File: src/rtl/core/ffia_pkg.sv
// shared constants and codes for the first-fit interval allocator
package ffia_pkg;

    localparam int MAX_INTERVALS_DEF = 512;
    localparam int ADDR_WIDTH_DEF    = 32;

    localparam int SIZE_W  = 32;
    localparam int PAD_W   = 31;
    localparam int COUNT_W = 10;

    // command codes
    localparam logic CMD_ALLOC   = 1'b0;
    localparam logic CMD_RELEASE = 1'b1;

    // result status codes
    localparam logic [1:0] ST_OK      = 2'd0;
    localparam logic [1:0] ST_NO_FIT  = 2'd1;
    localparam logic [1:0] ST_FULL    = 2'd2;
    localparam logic [1:0] ST_DROPPED = 2'd3;

endpackage

File: src/rtl/core/ffia_ctrl.sv
// sequencer and shared datapath for allocate and release scans
module ffia_ctrl #(
    parameter int MAX_INTERVALS = 512,
    parameter int ADDR_WIDTH    = 32
) (
    input  logic                          i_clk,
    input  logic                          i_rst_n,
    input  logic                          i_cfg_we,
    input  logic [ffia_pkg::SIZE_W-1:0]   i_cfg_data,
    input  logic                          i_in_valid,
    output logic                          o_in_ready,
    input  logic                          i_command,
    input  logic [ffia_pkg::SIZE_W-1:0]   i_req_size,
    input  logic [ffia_pkg::SIZE_W-1:0]   i_alignment,
    input  logic [ffia_pkg::SIZE_W-1:0]   i_release_offset,
    input  logic [ffia_pkg::PAD_W-1:0]    i_release_padding,
    output logic                          o_out_valid,
    input  logic                          i_out_ready,
    output logic [1:0]                    o_status,
    output logic [ffia_pkg::SIZE_W-1:0]   o_alloc_offset,
    output logic [ffia_pkg::PAD_W-1:0]    o_left_padding,
    output logic [ffia_pkg::COUNT_W-1:0]  o_interval_count,
    output logic                          o_wr_en,
    output logic [$clog2(MAX_INTERVALS)-1:0] o_wr_addr,
    output logic [2*ADDR_WIDTH-1:0]       o_wr_data,
    output logic                          o_rd_en,
    output logic [$clog2(MAX_INTERVALS)-1:0] o_rd_addr,
    input  logic [2*ADDR_WIDTH-1:0]       i_rd_data
);
    import ffia_pkg::*;

    localparam int AW = ADDR_WIDTH;
    localparam int IW = $clog2(MAX_INTERVALS);
    localparam int NW = $clog2(MAX_INTERVALS + 1);
    localparam int CW = (AW > SIZE_W) ? AW : SIZE_W;

    typedef enum logic [3:0] {
        S_IDLE, S_MASK, S_ASCAN, S_APAD, S_AFIT, S_RSCAN, S_RCHK, S_RLOW,
        S_RUP, S_ERD, S_EWR, S_RINS, S_IRD, S_IWR, S_DONE
    } t_state;

    t_state            r_state, n_state;
    logic [NW-1:0]     r_used, n_used;
    logic [NW-1:0]     r_pos, n_pos;
    logic [NW-1:0]     r_i, n_i;
    logic              r_cmd;
    logic [SIZE_W-1:0] r_size, r_align, r_cnt, n_cnt, r_mask, n_mask;
    logic [AW-1:0]     r_roff, r_rlen, r_rend;
    logic [AW-1:0]     r_ns, n_ns, r_nl, n_nl;
    logic [CW-1:0]     r_p, n_p;
    logic [1:0]        r_st, n_st;
    logic [SIZE_W-1:0] r_off, n_off;
    logic [PAD_W-1:0]  r_pad, n_pad;
    logic              r_ov;
    logic [1:0]        r_ost;
    logic [SIZE_W-1:0] r_ooff;
    logic [PAD_W-1:0]  r_opad;
    logic [COUNT_W-1:0] r_ocnt;

    logic [AW-1:0] s, l, s_plus_l;
    logic [CW-1:0] s_c, l_c, size_c;
    logic          accept;

    assign s        = i_rd_data[2*AW-1:AW];
    assign l        = i_rd_data[AW-1:0];
    assign s_plus_l = s + l;
    assign s_c      = CW'(s);
    assign l_c      = CW'(l);
    assign size_c   = CW'(r_size);
    assign accept   = i_in_valid && o_in_ready;

    assign o_in_ready       = (r_state == S_IDLE);
    assign o_out_valid      = r_ov;
    assign o_status         = r_ost;
    assign o_alloc_offset   = r_ooff;
    assign o_left_padding   = r_opad;
    assign o_interval_count = r_ocnt;

    // next-state logic and memory port control
    always_comb begin
        n_state = r_state;
        n_used  = r_used;
        n_pos   = r_pos;
        n_i     = r_i;
        n_cnt   = r_cnt;
        n_mask  = r_mask;
        n_ns    = r_ns;
        n_nl    = r_nl;
        n_p     = r_p;
        n_st    = r_st;
        n_off   = r_off;
        n_pad   = r_pad;
        o_wr_en   = 1'b0;
        o_wr_addr = r_pos[IW-1:0];
        o_wr_data = '0;
        o_rd_en   = 1'b0;
        o_rd_addr = r_pos[IW-1:0];
        unique case (r_state)
            S_IDLE: begin
                if (accept) begin
                    n_st  = ST_OK;
                    n_off = '0;
                    n_pad = '0;
                    n_pos = '0;
                    n_cnt = i_alignment;
                    n_mask = '0;
                    n_state = (i_command == CMD_ALLOC) ? S_MASK : S_RSCAN;
                end
            end
            // alignment mask, one bit a cycle
            S_MASK: begin
                if (r_cnt > SIZE_W'(1)) begin
                    n_mask = {r_mask[SIZE_W-2:0], 1'b1};
                    n_cnt  = r_cnt >> 1;
                end else begin
                    n_state = S_ASCAN;
                end
            end
            S_ASCAN: begin
                if (r_pos >= r_used) begin
                    n_st    = ST_NO_FIT;
                    n_state = S_DONE;
                end else begin
                    o_rd_en = 1'b1;
                    n_state = S_APAD;
                end
            end
            S_APAD: begin
                n_p     = (CW'(r_align) - (s_c & CW'(r_mask))) & CW'(r_mask);
                n_state = S_AFIT;
            end
            S_AFIT: begin
                if (r_p <= l_c && size_c <= l_c - r_p) begin
                    if (r_used >= NW'(MAX_INTERVALS)) begin
                        n_st = ST_FULL;
                    end else begin
                        o_wr_en   = 1'b1;
                        o_wr_data = {AW'(s_c + r_p + size_c), AW'(l_c - r_p - size_c)};
                        n_off     = SIZE_W'(AW'(s_c + r_p));
                        n_pad     = PAD_W'(r_p);
                    end
                    n_state = S_DONE;
                end else begin
                    n_pos   = r_pos + NW'(1);
                    n_state = S_ASCAN;
                end
            end
            S_RSCAN: begin
                if (r_pos >= r_used) begin
                    n_state = S_RINS;
                end else begin
                    o_rd_en = 1'b1;
                    n_state = S_RCHK;
                end
            end
            // edge-touch tests against one entry, else insert here or move to the next entry
            S_RCHK: begin
                if (r_rend == s) begin
                    n_ns      = s - r_rlen;
                    n_nl      = l + r_rlen;
                    o_wr_en   = 1'b1;
                    o_wr_data = {n_ns, n_nl};
                    if (r_pos != '0) begin
                        o_rd_en   = 1'b1;
                        o_rd_addr = IW'(r_pos - NW'(1));
                        n_state   = S_RLOW;
                    end else begin
                        n_state = S_DONE;
                    end
                end else if (r_roff == s_plus_l) begin
                    n_ns      = s;
                    n_nl      = l + r_rlen;
                    o_wr_en   = 1'b1;
                    o_wr_data = {n_ns, n_nl};
                    if (r_pos + NW'(1) < r_used) begin
                        o_rd_en   = 1'b1;
                        o_rd_addr = IW'(r_pos + NW'(1));
                        n_state   = S_RUP;
                    end else begin
                        n_state = S_DONE;
                    end
                end else if (s > r_roff) begin
                    n_state = S_RINS;
                end else begin
                    n_pos   = r_pos + NW'(1);
                    n_state = S_RSCAN;
                end
            end
            S_RLOW: begin
                if (s_plus_l == r_ns) begin
                    o_wr_en   = 1'b1;
                    o_wr_addr = IW'(r_pos - NW'(1));
                    o_wr_data = {s, l + r_nl};
                    n_i       = r_pos;
                    n_state   = S_ERD;
                end else begin
                    n_state = S_DONE;
                end
            end
            S_RUP: begin
                if (r_ns + r_nl == s) begin
                    o_wr_en   = 1'b1;
                    o_wr_addr = IW'(r_pos + NW'(1));
                    o_wr_data = {s - r_nl, l + r_nl};
                    n_i       = r_pos;
                    n_state   = S_ERD;
                end else begin
                    n_state = S_DONE;
                end
            end
            // erase: shift entries down one place
            S_ERD: begin
                if (r_i + NW'(1) < r_used) begin
                    o_rd_en   = 1'b1;
                    o_rd_addr = IW'(r_i + NW'(1));
                    n_state   = S_EWR;
                end else begin
                    n_used  = r_used - NW'(1);
                    n_state = S_DONE;
                end
            end
            S_EWR: begin
                o_wr_en   = 1'b1;
                o_wr_addr = r_i[IW-1:0];
                o_wr_data = i_rd_data;
                n_i       = r_i + NW'(1);
                n_state   = S_ERD;
            end
            S_RINS: begin
                if (r_used >= NW'(MAX_INTERVALS)) begin
                    n_st    = ST_DROPPED;
                    n_state = S_DONE;
                end else begin
                    n_i     = r_used;
                    n_state = S_IRD;
                end
            end
            // insert: shift entries up one place, then place the new one
            S_IRD: begin
                if (r_i > r_pos) begin
                    o_rd_en   = 1'b1;
                    o_rd_addr = IW'(r_i - NW'(1));
                    n_state   = S_IWR;
                end else begin
                    o_wr_en   = 1'b1;
                    o_wr_data = {r_roff, r_rlen};
                    n_used    = r_used + NW'(1);
                    n_state   = S_DONE;
                end
            end
            S_IWR: begin
                o_wr_en   = 1'b1;
                o_wr_addr = r_i[IW-1:0];
                o_wr_data = i_rd_data;
                n_i       = r_i - NW'(1);
                n_state   = S_IRD;
            end
            S_DONE: begin
                if (!r_ov || i_out_ready) begin
                    n_state = S_IDLE;
                end
            end
            default: n_state = S_IDLE;
        endcase
        // pool size write reinitialises the table
        if (i_cfg_we) begin
            o_wr_en   = 1'b1;
            o_wr_addr = '0;
            o_wr_data = {AW'(0), AW'(i_cfg_data)};
            n_used    = NW'(1);
        end
    end

    // state, interval count and output valid registers
    always_ff @(posedge i_clk) begin
        if (!i_rst_n) begin
            r_state <= S_IDLE;
            r_used  <= NW'(1);
            r_ov    <= 1'b0;
        end else begin
            r_state <= n_state;
            r_used  <= n_used;
            if (r_state == S_DONE && (!r_ov || i_out_ready)) begin
                r_ov <= 1'b1;
            end else if (i_out_ready) begin
                r_ov <= 1'b0;
            end
        end
    end

    // datapath registers
    always_ff @(posedge i_clk) begin
        r_pos  <= n_pos;
        r_i    <= n_i;
        r_cnt  <= n_cnt;
        r_mask <= n_mask;
        r_ns   <= n_ns;
        r_nl   <= n_nl;
        r_p    <= n_p;
        r_st   <= n_st;
        r_off  <= n_off;
        r_pad  <= n_pad;
        if (accept) begin
            r_cmd   <= i_command;
            r_size  <= i_req_size;
            r_align <= i_alignment;
            r_roff  <= AW'(CW'(i_release_offset) - CW'(i_release_padding));
            r_rlen  <= AW'(CW'(i_req_size) + CW'(i_release_padding));
        end
        if (r_state == S_RSCAN && r_pos == '0) begin
            r_rend <= r_roff + r_rlen;
        end
        if (r_state == S_DONE && (!r_ov || i_out_ready)) begin
            r_ost  <= r_st;
            r_ooff <= (r_cmd == CMD_ALLOC) ? r_off : '0;
            r_opad <= (r_cmd == CMD_ALLOC) ? r_pad : '0;
            r_ocnt <= COUNT_W'(r_used);
        end
    end

endmodule

File: config.mk
export PLATFORM = sky130hd
export DESIGN_NAME = ffia_ctrl
export DESIGN_NICKNAME = d
export VERILOG_FILES = /design/src/rtl/core/ffia_pkg.sv /design/src/rtl/core/ffia_ctrl.sv
export SDC_FILE = /design/constraint.sdc
export NUM_CORES = 2
export LEC_CHECK = 0
export BUFFER_PORTS_ARGS = -buffer_cell sky130_fd_sc_hd__buf_2
export CAP_MARGIN = 20
export CORE_MARGIN = 1
export CORE_UTILIZATION = 60
export CTS_BUF_LIST = sky130_fd_sc_hd__clkbuf_4 sky130_fd_sc_hd__clkbuf_8
export CTS_CLUSTER_DIAMETER = 200
export DETAILED_ROUTE_END_ITERATION = 6
export PLACE_DENSITY = 0.8
export SLEW_MARGIN = 20
export SYNTH_ARGS = -nofsm -noshare
export SYNTH_HDL_FRONTEND = slang
export SYNTH_SLANG_ARGS = --single-unit
File: constraint.sdc
create_clock -name i_clk -period 7 [get_ports i_clk]
set_input_delay 0.7 -clock i_clk [delete_from_list [all_inputs] [get_ports i_clk]]
set_output_delay 0.7 -clock i_clk [all_outputs]
set_load 0.1 [all_outputs]
==> results.cfg <==
[yosys]
synth_cells = 5147
synth.distinct_cells = 101
ys.flop_type = edfxtp_1
synth_seq_area_share_pct = 31.4
synthesis.nets = 5911
yosysWarningCount = 0
avgSynthCellArea_sq_um = 9.09
synth-seq-cells = 495
synth_area_sq_mm = 0.0468
async_flop_share_pct = 0
synth_edf_count = 480

[floorplan]
die-area_sq_mm = 0.0791
row_count = 102
core-area_sq_mm = 0.0773
chipWidth_um = 281
start_util_pct = 60.5
die_h_um = 281
ios = 390

[grt]
grt_pass1_wl_um = 276000
grt.total_usage_pct = 47.3
grt_pass1_vias = 44100
overflow = 0
antenna_found_initial = 16
grt_max_degree = 82

[timing]
worstMarginPinSlew_ps = 1080
max_slew_margin_pct = 27.2
fin_crit_sh_pct = 107
hold_viol = 0
layout_setup_ws_ps = -496
fmax_mhz = 133
rsz0062_at_grt = yes
final-setup-viol-count = 64
holdWs_ps = 99.4
fin_crit_ps = 7500
clock_skew_ps = 69.9
maxSlewViolCount = 0

[layout]
fin_area_sq_mm = 0.0561
syn_to_final_growth_pct = 19.9
fillerInstances = 5750
nets = 6537
utilization_pct = 72.5
layout-drive-gt1-share_pct = 19.0

[worst_setup_path]
startpoint = r_p[0]
crit_arrival_ps = 6800
critPathLaunchType = register
r2r_setup_slack_ps = 1280
max_stage_delay_ps = 450
worstSetupPathType = reg2out
crit_top_cell = a21oi_2
critPathRequiredTime_ps = 6300
worstPathMaxFanout = 3
crit_path_end_kind = primary output
slowest_stage = a222oi_1
r2r_start = r_p[1]

[cts]
htree_levels = 3
insertion_delay_ps = 790
cts.clk_slew.worst_paths_ps = 70
tritoncts = yes
cts_buffers = 89
cts_max_path_buffers = 3
clock-sinks = 495
postCtsHoldBufs = 0
cts_root_buffer = clkbuf_8

[power_and_ir_drop]
pwr-share-clk_pct = 15.9
p_int_mw = 10.1
p_seq_share_pct = 27.4
p_switching_mw = 9.15
pwr_density_cell_mw_per_mm2 = 343
switching_share_pct = 47.5
leakagePower_nw = 23.6
ir_worst_vdd_v = 0.000347
combPwrFrac_pct = 56.7

[place]
placed_cell_area_sq_mm = 0.0528
dp_hpwl_um = 153000
port_buffers = 389
gp_congestion = 1.11

[worst_hold_path]
hp-class = in2reg
min_from = i_alignment[13]

[detailed_routing]
viasPerCell = 6.85
drc_errors = 106
vias = 47200
ant_nets = 0
first_iter_violations = 6832
totalWireLength_um = 194000
first_pass_iters = 7
wl_per_cell_um = 28.2

[outcome]
violations = design-rule violations, negative setup slack
status = complete, but fails checks

[run]
max_cap_violations = 0
==> layer usage <==
| layer | vias to the layer above | track usage [%] | wire, um |
|---|---|---|---|
| li1 | 20600 | - | - |
| met1 | 22400 | 62.6 | 72100 |
| met2 | 3432 | 68.8 | 80400 |
| met3 | 694 | 16.0 | 30500 |
| met4 | 16 | 23.3 | 11300 |
| met5 | - | 0 | 115 |
==> power by group through the flow <==
stage	Sequential (mW)	Clock [mW]	Combinational [mW]
after floorplan	4.85	0	6.63
after global placement	5.23	0	9.74
after detailed placement	5.24	0	9.92
after CTS	5.20	3.05	10.2
after global routing	5.28	3.16	11.5
final	5.28	3.07	10.9
==> final timing paths <==
kind / to / depth (start not counted)
setup / recovery: o_wr_data[61] / 29
hold reg to reg: o_status[1] / 0
hold / removal: r_align[13] / 1
setup reg to reg: r_pad[25] / 28
==> worst max-delay path: cells and delay by family, from the launching register on <==
kind | cells | cell delay (ps)
adders and majority gates | 3 | 800
buffers and inverters | 5 | 800
and+or+nand+nor | 3 | 290
xor gates and xnor gates | 1 | 200
DFF | 1 | 410
AOI/OAI and AO/OA | 17 | 3470
==> cells in the mapped netlist, drive strengths merged (106+ instances only) <==
master  count  area [sq um]
o21ai     258          1300
clkbuf    106           398
edfxtp    480         14400
inv       345          1290
nand3     125           626
nor2b     130           813
nor2      374          1400
nand2     312          1170
a21o      186          1400
nor3      114           571
ha        520          6510
xor2      167          1460
xnor2     321          2810
a21oi     411          2080
==> area by class of cell <==
type / count / area, sq um / share of cell area (%)
Inverter: 348 / 1310 / 2.34
Antenna cell: 8 / 20.0 / 0.0357
Tap cell: 1040 / 1300 / 2.32
Sequential cell: 495 / 14700 / 26.2
Multi-Input combinational cell: 4165 / 31400 / 55.9
Clock inverter: 55 / 493 / 0.879
Timing Repair Buffer: 674 / 5490 / 9.79
Clock buffer: 111 / 1400 / 2.49
==> through the flow <==
stage	setup WS, ps	instances	power, mW	TNS [ps]
2_1_floorplan	-65.7	5147	11.5	-65.7
3_3_place_gp	-160	6670	15.0	-313
3_5_place_dp	-226	6670	15.2	-1180
4_1_cts	-254	6855	18.4	-9340
5_1_grt	-710	6891	20.0	-28290
6_report	-496	6896	19.3	-17800
==> cell usage in the layout (no fill, tap or decap), drive strengths merged, types with 19 or more instances in the layout <==
cell / Yosys / routed
edfxtp: 480 / 480
nor3: 114 / 114
nand3: 125 / 125
o21bai: 63 / 63
mux2: 54 / 54
clkinv: 3 / 44
nor2b: 130 / 130
o211ai: 39 / 39
a211oi: 48 / 48
and3: 82 / 82
clkbuf: 106 / 117
a2111oi: 21 / 21
a31oi: 70 / 70
or3: 33 / 33
nor2: 374 / 374
a21boi: 27 / 27
a222oi: 61 / 61
inv: 345 / 351
ha: 520 / 520
a21oi: 411 / 411
buf: 33 / 668
nor4: 41 / 41
xnor2: 321 / 321
nand2: 312 / 312
o21ai: 258 / 258
a22oi: 26 / 26
nand2b: 74 / 74
or2: 19 / 19
o21a: 80 / 80
o31ai: 26 / 26
a21o: 186 / 186
nand4: 56 / 56
a221oi: 43 / 43
xor2: 167 / 167
and2: 84 / 84
==> kinds of logic (layout without fill, tap and decap cells) <==
| kind of cell | count (synthesis) | in the layout | synth area share (%) |
|---|---|---|---|
| flops | 495 | 495 | 31.4 |
| compound gates | 1561 | 1561 | 22.6 |
| simple gates | 1510 | 1510 | 16.3 |
| xor+xnor | 500 | 500 | 9.71 |
| other cells | 0 | 8 | 0 |
| buf+inv | 487 | 1188 | 4.06 |
| fa+ha+maj | 535 | 535 | 14.5 |
| mux | 59 | 59 | 1.41 |
==> timing repair <==
| action | in CTS | in global routing |
|---|---|---|
| pin swaps | 51 | 77 |
| gates cloned | 0 | 3 |
| setup endpoints to repair | 67 | 73 |
| gates resized for setup | 101 | 114 |
| buffers inserted | 20 | 31 |
Note: power is estimated with default switching activity, not from simulation.
